===== config.mk =====
export PLATFORM = sky130hd
export DESIGN_NAME = packed_record_slot_allocator
export DESIGN_NICKNAME = d
export VERILOG_FILES = /design/src/sv/prsa_pkg.sv /design/src/sv/prsa_regs.sv /design/src/sv/prsa_ctrl.sv /design/src/sv/prsa_dp.sv /design/src/sv/packed_record_slot_allocator.sv
export SDC_FILE = /design/constraint.sdc
export NUM_CORES = 1
export LEC_CHECK = 0
export BUFFER_PORTS_ARGS = -buffer_cell sky130_fd_sc_hd__buf_4
export CAP_MARGIN = 10
export CORE_UTILIZATION = 47
export CTS_BUF_LIST = sky130_fd_sc_hd__clkbuf_8 sky130_fd_sc_hd__clkbuf_16
export DETAILED_ROUTE_END_ITERATION = 6
export GPL_TIMING_DRIVEN = 0
export PLACE_DENSITY = 0.66
export SETUP_SLACK_MARGIN = 0.2
export SLEW_MARGIN = 30
export SYNTH_ARGS = -nofsm -noshare
export SYNTH_HDL_FRONTEND = slang
export SYNTH_HIERARCHICAL = 1
export SYNTH_SLANG_ARGS = --single-unit

===== constraint.sdc =====
create_clock -name clk -period 6.74 [get_ports clk]
set_input_delay 0.337 -clock clk [delete_from_list [all_inputs] [get_ports clk]]
set_output_delay 0.337 -clock clk [all_outputs]
set_load 0.02 [all_outputs]

===== src/sv/prsa_pkg.sv =====
// ----------------------------------------------------------------------------
// prsa_pkg
// Shared types and constants of the packed record slot allocator.
// ----------------------------------------------------------------------------
package prsa_pkg;

	localparam int NUM_RECORDS = 16;
	localparam int IDX_W = (NUM_RECORDS > 1) ? $clog2(NUM_RECORDS) : 1;
	localparam int ID_W = 4;
	localparam int SIZE_W = 8;
	localparam int ADDR_W = 16;
	localparam int CMP_W = ((IDX_W > ID_W) ? IDX_W : ID_W) + 1;
	localparam int ROOM_W = ADDR_W + 2;
	localparam int PADDR_W = 3;
	localparam int PDATA_W = 32;

	localparam logic [ADDR_W-1:0] TOP_RESET = 16'd255;

	localparam logic CMD_PLACE = 1'b0;
	localparam logic CMD_LOOKUP = 1'b1;

	localparam logic STATUS_OK = 1'b0;
	localparam logic STATUS_REFUSED = 1'b1;

	localparam logic REG_TOP_ADDRESS = 1'b0;

	typedef enum logic [1:0] {
		ST_IDLE,
		ST_SCAN,
		ST_DRAIN,
		ST_DECIDE
	} prsa_state_t;

	typedef struct packed {
		logic load;
		logic scan;
		logic finish;
	} prsa_cmd_t;

	typedef struct packed {
		logic scan_last;
	} prsa_sts_t;

endpackage


===== src/sv/prsa_regs.sv =====
// ----------------------------------------------------------------------------
// prsa_regs
// Configuration register file with the APB-style access port.
// ----------------------------------------------------------------------------
module prsa_regs (
	input  logic                                clk,
	input  logic                                arst_n,
	input  logic                                psel,
	input  logic                                penable,
	input  logic                                pwrite,
	input  logic [prsa_pkg::PADDR_W-1:0]        paddr,
	input  logic [prsa_pkg::PDATA_W-1:0]        pwdata,
	output logic [prsa_pkg::PDATA_W-1:0]        prdata,
	output logic                                pready,
	output logic [prsa_pkg::ADDR_W-1:0]         top_address
);

	logic [prsa_pkg::ADDR_W-1:0] top_q;
	logic wr_en;
	logic sel_top;

	assign pready = 1'b1;
	assign sel_top = (paddr[2] == prsa_pkg::REG_TOP_ADDRESS);
	assign wr_en = psel & penable & pwrite & pready;

	always_ff @(posedge clk or negedge arst_n) begin
		if (!arst_n) begin
			top_q <= prsa_pkg::TOP_RESET;
		end else if (wr_en && sel_top) begin
			top_q <= pwdata[prsa_pkg::ADDR_W-1:0];
		end
	end

	always_comb begin
		if (sel_top) begin
			prdata = {{(prsa_pkg::PDATA_W - prsa_pkg::ADDR_W){1'b0}}, top_q};
		end else begin
			prdata = '0;
		end
	end

	assign top_address = top_q;

endmodule


===== src/sv/prsa_ctrl.sv =====
// ----------------------------------------------------------------------------
// prsa_ctrl
// Controller state machine that sequences the table scan and the decision.
// ----------------------------------------------------------------------------
module prsa_ctrl (
	input  logic                  clk,
	input  logic                  arst_n,
	input  logic                  start,
	input  prsa_pkg::prsa_sts_t   sts,
	output prsa_pkg::prsa_cmd_t   cmd,
	output logic                  busy
);

	prsa_pkg::prsa_state_t state_q;
	prsa_pkg::prsa_state_t state_nxt;

	always_ff @(posedge clk or negedge arst_n) begin
		if (!arst_n) begin
			state_q <= prsa_pkg::ST_IDLE;
		end else begin
			state_q <= state_nxt;
		end
	end

	always_comb begin
		state_nxt = state_q;
		unique case (state_q)
			prsa_pkg::ST_IDLE: begin
				if (start) state_nxt = prsa_pkg::ST_SCAN;
			end
			prsa_pkg::ST_SCAN: begin
				if (sts.scan_last) state_nxt = prsa_pkg::ST_DRAIN;
			end
			prsa_pkg::ST_DRAIN: state_nxt = prsa_pkg::ST_DECIDE;
			prsa_pkg::ST_DECIDE: state_nxt = prsa_pkg::ST_IDLE;
			default: state_nxt = prsa_pkg::ST_IDLE;
		endcase
	end

	always_comb begin
		cmd = '0;
		busy = 1'b1;
		unique case (state_q)
			prsa_pkg::ST_IDLE: begin
				busy = 1'b0;
				cmd.load = start;
			end
			prsa_pkg::ST_SCAN: cmd.scan = 1'b1;
			prsa_pkg::ST_DRAIN: cmd = '0;
			prsa_pkg::ST_DECIDE: cmd.finish = 1'b1;
			default: cmd = '0;
		endcase
	end

endmodule


===== src/sv/prsa_dp.sv =====
// ----------------------------------------------------------------------------
// prsa_dp
// Datapath: size table memory, running base sum, refusal checks and results.
// ----------------------------------------------------------------------------
module prsa_dp (
	input  logic                              clk,
	input  logic                              arst_n,
	input  prsa_pkg::prsa_cmd_t               cmd,
	output prsa_pkg::prsa_sts_t               sts,
	input  logic [prsa_pkg::ADDR_W-1:0]       top_address,
	input  logic                              in_cmd,
	input  logic [prsa_pkg::ID_W-1:0]         in_id,
	input  logic [prsa_pkg::SIZE_W-1:0]       in_size,
	output logic                              done,
	output logic                              status,
	output logic [prsa_pkg::ADDR_W-1:0]       base_address,
	output logic [prsa_pkg::SIZE_W-1:0]       stored_size
);

	logic [prsa_pkg::SIZE_W-1:0] mem [prsa_pkg::NUM_RECORDS];
	logic [prsa_pkg::NUM_RECORDS-1:0] vld_q;

	logic cmd_q;
	logic [prsa_pkg::ID_W-1:0] id_q;
	logic [prsa_pkg::SIZE_W-1:0] size_q;
	logic [prsa_pkg::IDX_W-1:0] idx_q;
	logic [prsa_pkg::ADDR_W-1:0] sum_q;
	logic [prsa_pkg::SIZE_W-1:0] prev_q;
	logic [prsa_pkg::SIZE_W-1:0] cur_q;

	logic rd_vld_s1;
	logic [prsa_pkg::IDX_W-1:0] idx_s1;
	logic [prsa_pkg::SIZE_W-1:0] rd_data_s1;

	logic done_q;
	logic status_q;
	logic [prsa_pkg::ADDR_W-1:0] base_q;
	logic [prsa_pkg::SIZE_W-1:0] stored_q;

	logic in_table;
	logic [prsa_pkg::IDX_W-1:0] last_idx;
	logic [prsa_pkg::IDX_W-1:0] wr_idx;
	logic no_room;
	logic refuse;
	logic do_write;

	assign in_table = prsa_pkg::CMP_W'(id_q) < prsa_pkg::CMP_W'(prsa_pkg::NUM_RECORDS);
	assign wr_idx = prsa_pkg::IDX_W'(id_q);
	assign last_idx = in_table ? wr_idx : prsa_pkg::IDX_W'(prsa_pkg::NUM_RECORDS - 1);
	assign sts.scan_last = (idx_q == last_idx);

	assign no_room = (prsa_pkg::ROOM_W'(sum_q) + prsa_pkg::ROOM_W'(size_q)
		+ prsa_pkg::ROOM_W'(id_q)) > prsa_pkg::ROOM_W'(top_address);
	assign refuse = !in_table || (size_q == '0) || ((id_q != '0) && (prev_q == '0))
		|| no_room;
	assign do_write = cmd.finish && (cmd_q == prsa_pkg::CMD_PLACE) && !refuse
		&& (cur_q == '0);

	always_ff @(posedge clk) begin
		if (do_write) begin
			mem[wr_idx] <= size_q;
		end
	end

	always_ff @(posedge clk) begin
		if (cmd.scan) begin
			rd_data_s1 <= vld_q[idx_q] ? mem[idx_q] : '0;
			idx_s1 <= idx_q;
		end
	end

	always_ff @(posedge clk or negedge arst_n) begin
		if (!arst_n) begin
			vld_q <= '0;
			rd_vld_s1 <= 1'b0;
			done_q <= 1'b0;
		end else begin
			rd_vld_s1 <= cmd.scan;
			done_q <= cmd.finish;
			if (do_write) begin
				vld_q[wr_idx] <= 1'b1;
			end
		end
	end

	always_ff @(posedge clk) begin
		if (cmd.load) begin
			cmd_q <= in_cmd;
			id_q <= in_id;
			size_q <= in_size;
			idx_q <= '0;
			sum_q <= '0;
			prev_q <= '0;
			cur_q <= '0;
		end else begin
			if (cmd.scan) begin
				idx_q <= idx_q + 1'b1;
			end
			if (rd_vld_s1) begin
				if (prsa_pkg::CMP_W'(idx_s1) < prsa_pkg::CMP_W'(id_q)) begin
					sum_q <= sum_q + prsa_pkg::ADDR_W'(rd_data_s1);
					prev_q <= rd_data_s1;
				end else if (prsa_pkg::CMP_W'(idx_s1) == prsa_pkg::CMP_W'(id_q)) begin
					cur_q <= rd_data_s1;
				end
			end
		end
	end

	always_ff @(posedge clk) begin
		if (cmd.finish) begin
			base_q <= sum_q;
			if ((cmd_q == prsa_pkg::CMD_PLACE) && refuse) begin
				status_q <= prsa_pkg::STATUS_REFUSED;
			end else begin
				status_q <= prsa_pkg::STATUS_OK;
			end
			stored_q <= do_write ? size_q : cur_q;
		end
	end

	assign done = done_q;
	assign status = status_q;
	assign base_address = base_q;
	assign stored_size = stored_q;

`ifndef ASSERT_OFF
	a_no_read_at_decide: assert property (@(posedge clk) disable iff (!arst_n)
		cmd.finish |-> !rd_vld_s1)
		else $error("A table read is still in flight at the decision.");

	a_scan_in_range: assert property (@(posedge clk) disable iff (!arst_n)
		cmd.scan |-> (prsa_pkg::CMP_W'(idx_q) <= prsa_pkg::CMP_W'(last_idx)))
		else $error("The scan index ran past the last entry.");

	a_place_nonzero: assert property (@(posedge clk) disable iff (!arst_n)
		(done_q && (cmd_q == prsa_pkg::CMD_PLACE) && (status_q == prsa_pkg::STATUS_OK))
		|-> (stored_q != '0))
		else $error("A successful place left an empty slot.");

	a_write_keeps_valid: assert property (@(posedge clk) disable iff (!arst_n)
		do_write |=> vld_q[$past(wr_idx)])
		else $error("A written slot is not marked valid.");
`endif

endmodule


===== src/sv/packed_record_slot_allocator.sv =====
// ----------------------------------------------------------------------------
// packed_record_slot_allocator
// Size table of packed records with place and lookup commands.
// ----------------------------------------------------------------------------
// A command transaction is taken at a rising edge where start is high and
// busy is low; cmd, item_id and item_size are sampled at that edge. A place
// command stores a nonzero item_size for the id if the slot is empty, the
// slot below it is filled (for ids above 0) and base + size + id does not
// exceed top_address; a lookup returns the base address and stored size.
// Every transaction yields one result on status, base_address and
// stored_size, marked by done for exactly one cycle; there is no back
// pressure on results. The base address is summed from the size table, one
// entry per cycle read from a single-port table memory. A command for id n
// scans entries 0 to n, then the drain and decide states before done is
// registered; busy drops in the cycle that done is shown, so the next
// command can be taken at the edge that ends it. The top_address register
// is written and read over the APB-style port; the user must write it only
// while the block is idle, which the block does not enforce. Reset clears
// the size table to empty, sets top_address to 255 and returns the
// controller to idle with no result pending.
// ----------------------------------------------------------------------------
module packed_record_slot_allocator (
	input  logic                              clk,
	input  logic                              arst_n,
	input  logic                              psel,
	input  logic                              penable,
	input  logic                              pwrite,
	input  logic [prsa_pkg::PADDR_W-1:0]      paddr,
	input  logic [prsa_pkg::PDATA_W-1:0]      pwdata,
	output logic [prsa_pkg::PDATA_W-1:0]      prdata,
	output logic                              pready,
	input  logic                              start,
	output logic                              busy,
	input  logic                              cmd,
	input  logic [prsa_pkg::ID_W-1:0]         item_id,
	input  logic [prsa_pkg::SIZE_W-1:0]       item_size,
	output logic                              done,
	output logic                              status,
	output logic [prsa_pkg::ADDR_W-1:0]       base_address,
	output logic [prsa_pkg::SIZE_W-1:0]       stored_size
);

	logic [prsa_pkg::ADDR_W-1:0] top_address;
	prsa_pkg::prsa_cmd_t ctl_cmd;
	prsa_pkg::prsa_sts_t dp_sts;

	prsa_regs u_regs (
		.clk         (clk),
		.arst_n      (arst_n),
		.psel        (psel),
		.penable     (penable),
		.pwrite      (pwrite),
		.paddr       (paddr),
		.pwdata      (pwdata),
		.prdata      (prdata),
		.pready      (pready),
		.top_address (top_address)
	);

	prsa_ctrl u_ctrl (
		.clk    (clk),
		.arst_n (arst_n),
		.start  (start),
		.sts    (dp_sts),
		.cmd    (ctl_cmd),
		.busy   (busy)
	);

	prsa_dp u_dp (
		.clk          (clk),
		.arst_n       (arst_n),
		.cmd          (ctl_cmd),
		.sts          (dp_sts),
		.top_address  (top_address),
		.in_cmd       (cmd),
		.in_id        (item_id),
		.in_size      (item_size),
		.done         (done),
		.status       (status),
		.base_address (base_address),
		.stored_size  (stored_size)
	);

endmodule

==> out/metrics.cfg, run 1 <==
[clock_network]
clock_latency_ps = 530
clk_pin_slew_ps = 60
cts_tree = yes
ctsResizeCount = 0
clk_path_buf_depth = 3
ctsHtreeMaxLevel = 1
cts.sinks = 250
clockRootBuffer = clkbuf_16
cts_inserted_buffers = 27

[global_routing]
antenna_found_initial = 0
grt_first_pass_wirelength_um = 38400
grt_pass1_vias = 6449
grt_max_degree = 37
grt_usage_pct = 21.0
grt-ovfl-total = 0

[timing]
worst-slew-pin-transition_ps = 947
finalSetupViolations = 0
setup_tns_ps = 0
final.setup_skew_ps = 17.0
hold_viol_final = 0
slew_headroom_pct = 36.0
slew_viol_final = 0
rsz0062_at_grt = no
max_freq_mhz = 162
period_share_pct = 91.8
timing.hold.ws_ps = 35.1
min_period_ps = 6180

[synth]
ys_top_cells_by_area = edfxtp_1 47%, mux4_2 8.7%, dfxtp_1 6.4%, dfrtp_1 6.2%, ha_1 5.1%
ys_seq_area_share_pct = 61.5
synth-edff-count = 178
netlist_area_mm2 = 0.0113
synth_top_flop_cell = edfxtp_1
synthCells = 750
synth_area_leader_cell = edfxtp_1
syn_area_per_cell_um2 = 15.1
ys_seq_elements = 250
synth.distinct_cells = 66
synth_top_area_share_pct = 47.1
async_reset_ff_share_pct = 14.4
synth_warnings = 6

[floorplan]
pin_count = 114
dieArea_mm2 = 0.0248
die_w_um = 157
row_count = 56
die_y_um = 157
coreArea_mm2 = 0.0235
initial_core_util_pct = 48.2

[drt]
drc_errors = 0
route.vias.total = 6705
post_drt_via_cell_ratio = 5.47
wl_met3_um = 1560
drt-initial-drc-count = 518
wl_met1_um = 12200
ant_nets = 0
dr_wl_met2_um = 10900
top_layer = met4
wirelength_um = 25100
detail_route.wl_per_cell_um = 20.4
dr.pass1.iters = 6

[worst_hold_path]
hold_path.class = in2reg
min_path_cells = 2

[power_and_ir_drop]
sw_frac_of_total_pct = 33.1
p_switching_mw = 1.85
pwr-share-seq_pct = 39.8
power_frac_comb_pct = 34.2
powerDensity_mw_per_mm2 = 416
p_leak_nw = 5.28
internal-power_mw = 3.74
total_power_mw = 5.58
pwr-share-clk_pct = 26.0
vdd_drop_max_v = 0.000336

[layout]
fillCellCount = 1924
syn_to_final_growth_pct = 18.3
drive_gt1_share_pct = 27.0
finalNetCount = 993
post-route-util_pct = 57.0
mostFrequentLayoutCell = edfxtp_1
final_cell_mix = 178 x edfxtp_1, 95 x buf_4, 45 x ha_1
n_antenna_cell = 0

[run]
maxCapViolCount = 0

[status]
run_status = completed

[critical_path]
endpoint_kind = flop
path_class = reg2reg
cp_max_fo = 19
crit_path_start_kind = flop
cp.required_ps = 6910
worstRegToRegCells = 18
worst_ep_arrival_time_ps = 6350

[placement]
place.gp.congestion = 0.839
io_buffer_count = 78
hpwl_um = 16900

critical path, cell delays in order (launching register included):
cell	delay [ps]
edfxtp_1	950
fa_1	570
ha_1	250
inv_1	70
fa_1	200
nor2b_1	80
o211ai_1	180
a21boi_0	160
o41ai_1	790
nor2_1	140
xor2_1	180
ha_1	300
a211o_1	270
o211ai_2	70
a21oi_2	80
or4_4	530
a21oi_4	250
buf_6	200
and4_1	530
flip-flops by register name (all words and copies together), names as in the netlist, 16 cells and up:
| signal | cells |
|---|---|
| u_dp/mem | 128 |
| u_dp/base_address | 16 |
| u_dp/sum_q | 16 |
| u_dp/vld_q | 16 |
| u_regs/top_address | 16 |
worst paths after layout:
path                           startpoint                     to  slack [ps]
max                        u_dp/size_q[1]        u_dp/mem[14][1]         560
min                             pwdata[8]  u_regs/top_address[8]          40
max reg2reg                u_dp/size_q[1]        u_dp/mem[14][1]         560
min reg2reg                 u_dp/idx_q[2]         u_dp/idx_s1[2]         430
max in group asynchronous          arst_n  u_regs/top_address[6]        6060
min in group asynchronous          arst_n  u_regs/top_address[9]         320
metal layers:
layer	global-route usage [%]	vias up
li1	-	3115
met1	32.3	3335
met2	31.1	227
met3	3.74	28
met4	4.39	0
met5	0	-
cell type report:
| cell class | instances | area [µm²] | area share [%] |
|---|---|---|---|
| sequential | 250 | 6980 | 52.0 |
| multi-input combinational | 433 | 3980 | 29.7 |
| timing repair buffer | 93 | 741 | 5.52 |
| clock buffer | 29 | 703 | 5.24 |
| tap | 319 | 399 | 2.97 |
| buffer | 46 | 307 | 2.28 |
| clock inverter | 20 | 178 | 1.32 |
| inverter | 36 | 135 | 1.01 |
power groups by stage:
| stage | Sequential [mW] | Combinational, mW | Clock [mW] |
|---|---|---|---|
| finish | 2.22 | 1.91 | 1.45 |
| global route | 2.25 | 2.11 | 1.54 |
| CTS | 2.23 | 1.91 | 1.48 |
| detailed placement | 2.26 | 1.89 | 0 |
| global placement | 2.25 | 1.86 | 0 |
| floorplan | 2.22 | 1.32 | 0 |
metrics by stage:
step | instance area, µm² | cells | setup WS, ps
5_1_grt | 13400 | 1226 | 219
6_report | 13400 | 1226 | 556
3_3_place_gp | 12400 | 1162 | 710
2_1_floorplan | 11400 | 765 | 1870
3_5_place_dp | 12400 | 1162 | 638
4_1_cts | 13400 | 1225 | 577
cells in the mapped netlist, types with 9 or more instances:
library cell / count
inv_1: 35
ha_1: 46
o21ai_0: 12
and4_1: 15
nor2_1: 40
mux2i_1: 11
a41o_2: 9
buf_4: 17
mux2_4: 10
nor2b_1: 23
nand2_1: 36
clkbuf_1: 14
edfxtp_1: 178
buf_6: 9
xnor2_1: 13
dfxtp_1: 36
xor2_1: 12
a31o_2: 10
a21oi_1: 29
dfrtp_1: 28
mux4_2: 44
what timing repair did:
item                                   4_1_cts  5_1_grt
hold buffers                                14        0
endpoints found under the hold margin       41        0
setup buffers                                0        0
setup endpoints to repair                    0        0
cell families after synthesis:
kind of cell	count (synthesis)	share of synthesized area (%)
DFF	250	61.5
and+or+nand+nor	166	8.15
AOI/OAI and AO/OA	100	6.50
buffers and inverters	82	3.89
muxes	73	11.8
adders and majority gates	52	6.13
xor gates and xnor gates	25	1.93
other	2	0.0662
Note: power is estimated with default switching activity, not from simulation.
==> inputs of run 2 (changes only) <==
--- a/config.mk
+++ b/config.mk
@@ -18,3 +18,4 @@
 export SYNTH_HDL_FRONTEND = slang
 export SYNTH_HIERARCHICAL = 1
 export SYNTH_SLANG_ARGS = --single-unit
+export TNS_END_PERCENT = 10
==> constraint.sdc (replaced) <==
create_clock -name clk -period 6.74 [get_ports clk]
set_input_delay 1.348 -clock clk [delete_from_list [all_inputs] [get_ports clk]]
set_output_delay 1.348 -clock clk [all_outputs]
set_load 0.02 [all_outputs]
==> out/metrics.cfg, run 2 (synthesized netlist as in run 1, its figures left out) <==
[floorplan]
coreArea_mm2 = 0.0235  ; unchanged
row_count = 56  ; unchanged
dieArea_mm2 = 0.0248  ; unchanged
die_w_um = 157  ; unchanged
initial_core_util_pct = 48.2  ; unchanged
die_y_um = 157  ; unchanged
pin_count = 114  ; unchanged

[global_routing]
antenna_found_initial = 0  ; unchanged
grt-ovfl-total = 0  ; unchanged
grt_usage_pct = 20.8  ; was 21.0%
grt_first_pass_wirelength_um = 38100  ; was 38,400 µm
grt_pass1_vias = 6385  ; was 6,449
grt_max_degree = 37  ; unchanged

[drt]
wirelength_um = 24800  ; was 25,100 µm
drc_errors = 0  ; unchanged
dr.pass1.iters = 6  ; unchanged
ant_nets = 0  ; unchanged
drt-initial-drc-count = 494  ; was 518
detail_route.wl_per_cell_um = 20.4  ; about the same
post_drt_via_cell_ratio = 5.50  ; was 5.47
route.vias.total = 6671  ; was 6,705

[critical_path]
slowest_delay_ps = 950  ; about the same
path_class = reg2reg  ; unchanged
worst_ep_arrival_time_ps = 6350  ; about the same
cp_max_fo = 19  ; unchanged
regToRegSetupSlack_ps = 560  ; about the same
critical_path_buf_inv_count = 2  ; unchanged
crit_path_top_delay_cell = edfxtp_1  ; unchanged
cp.required_ps = 6910  ; about the same
r2r-start = u_dp/size_q[1]  ; unchanged
reg2reg_to = u_dp/mem[14][1]  ; unchanged
crit_path_start_kind = flop  ; unchanged
worstRegToRegCells = 18  ; unchanged
path_cells = fa_1, ha_1, inv_1, fa_1, nor2b_1, o211ai_1, a21boi_0, o41ai_1, nor2_1, xor2_1, ha_1, a211o_1, o211ai_2, a21oi_2, or4_4, a21oi_4, buf_6, and4_1  ; unchanged
crit_family = compound AO/OA/AOI/OAI gates  ; unchanged
endpoint_kind = flop  ; unchanged

[layout]
drive_gt1_share_pct = 27.4  ; was 27.0%
post-route-util_pct = 56.4  ; was 57.0%
n_antenna_cell = 0  ; unchanged
syn_to_final_growth_pct = 17.1  ; was 18.3%
mostFrequentLayoutCell = edfxtp_1  ; unchanged
final_cell_mix = 178 x edfxtp_1, 95 x buf_4, 45 x ha_1  ; unchanged
final-instance-count-excl-fill = 1212  ; was 1,226
regMostFlops = u_dp/mem  ; unchanged
largest_reg_flops = 128  ; unchanged
finalNetCount = 979  ; was 993

[timing]
hold_viol_final = 0  ; unchanged
final.setup_skew_ps = 17.5  ; was 17.0 ps
slew_headroom_pct = 35.7  ; was 36.0%
slew_viol_final = 0  ; unchanged
period_share_pct = 91.7  ; was 91.8%
max_freq_mhz = 162  ; about the same
finalSetupViolations = 0  ; unchanged
worst-slew-pin-transition_ps = 952  ; was 947 ps
finalWorstSetupSlack_ps = 557  ; was 556 ps
rsz0062_at_grt = no  ; unchanged
setup_tns_ps = 0  ; unchanged
min_period_ps = 6180  ; about the same

[power_and_ir_drop]
p_switching_mw = 1.84  ; was 1.85 mW
internal-power_mw = 3.73  ; was 3.74 mW
vdd_drop_max_v = 0.000336  ; about the same
powerDensity_mw_per_mm2 = 420  ; was 416 mW/mm²
pwr-share-clk_pct = 26.0  ; about the same
total_power_mw = 5.57  ; was 5.58 mW
power_frac_comb_pct = 34.2  ; about the same
p_leak_nw = 5.22  ; was 5.28 nW
sw_frac_of_total_pct = 33.1  ; about the same
pwr-share-seq_pct = 39.9  ; was 39.8%

[clock_network]
post_cts_buffers = 0  ; unchanged
cts_tree = yes  ; unchanged
hold_buffers = 0  ; was 14
clk_path_buf_depth = 3  ; unchanged
clock_latency_ps = 530  ; about the same
cts.sinks = 250  ; unchanged
ctsResizeCount = 0  ; unchanged
ctsHtreeMaxLevel = 1  ; unchanged
cts_inserted_buffers = 27  ; unchanged
clk_pin_slew_ps = 60  ; about the same
clockRootBuffer = clkbuf_16  ; unchanged

[run]
maxCapViolCount = 0  ; unchanged

[status]
run_status = completed  ; unchanged

[placement]
hpwl_um = 16900  ; unchanged
dp_worst_setup_slack_ps = 638  ; unchanged
dp.cells = 1162  ; unchanged
place.gp.congestion = 0.839  ; unchanged
io_buffer_count = 78  ; unchanged

[worst_hold_path]
hold_path.class = reg2reg  ; was in2reg
min_path_cells = 0  ; was 2
hold_start = u_dp/idx_q[2]  ; was pwdata[8]
min_to = u_dp/idx_s1[2]  ; was u_regs/top_address[8]

[run 2: changes by cell type in the layout (fill, tap and decap cells not counted), sizes merged]
cell / change
dlygate4sd3: -14
[run 2: area by class of cell]
type | count | area (µm²)
tap | 319 | 399
clock buffer | 29 | 703
timing repair buffer | 79 | 601
buffer | 46 | 307
fill | 1937 | 10300
inverter | 36 | 135
multi-input combinational | 433 | 3980
sequential | 250 | 6980
clock inverter | 20 | 178
[run 2: power by group through the flow]
stage          Combinational [mW]  Clock, mW  Sequential [mW]
4_1_cts                      1.90       1.48             2.23
2_1_floorplan                1.32          0             2.22
6_report                     1.90       1.45             2.22
5_1_grt                      2.10       1.54             2.25
3_3_place_gp                 1.86          0             2.25
3_5_place_dp                 1.89          0             2.26
[run 2: worst max-delay path by stage]
stage                        start              end  slack (ps)  cells past startpoint
CTS                 u_dp/size_q[1]  u_dp/mem[14][2]         580                     18
detailed placement  u_dp/size_q[1]  u_dp/mem[14][2]         640                     18
global route        u_dp/size_q[1]  u_dp/mem[14][7]         220                     18
global placement    u_dp/size_q[1]  u_dp/mem[10][1]         710                     18
finish              u_dp/size_q[1]  u_dp/mem[14][1]         560                     18
floorplan           u_dp/size_q[1]   u_dp/mem[8][0]        1870                     18
[run 2: through the flow]
step	cell area, µm²	hold slack [ps]
floorplan	11400	403
global placement	12400	419
detailed placement	12400	414
CTS	13300	429
global route	13300	457
finish	13300	432
[run 2: worst reg2reg max path: cells and delay by family, from the launching register on]
kind,cells,cell delay (ps)
AOI/OAI and AO/OA,7,1830
adders and majority gates,4,1320
and+or+nand+nor,4,1280
DFF,1,950
buffers and inverters,2,270
xor gates and xnor gates,1,180
[run 2: routing by layer]
metal	up-vias	routed length, µm	track usage, %
li1	3090	-	-
met1	3320	12000	32.3
met2	233	10700	30.4
met3	28	1660	3.69
met4	0	413	4.39
met5	-	0	0
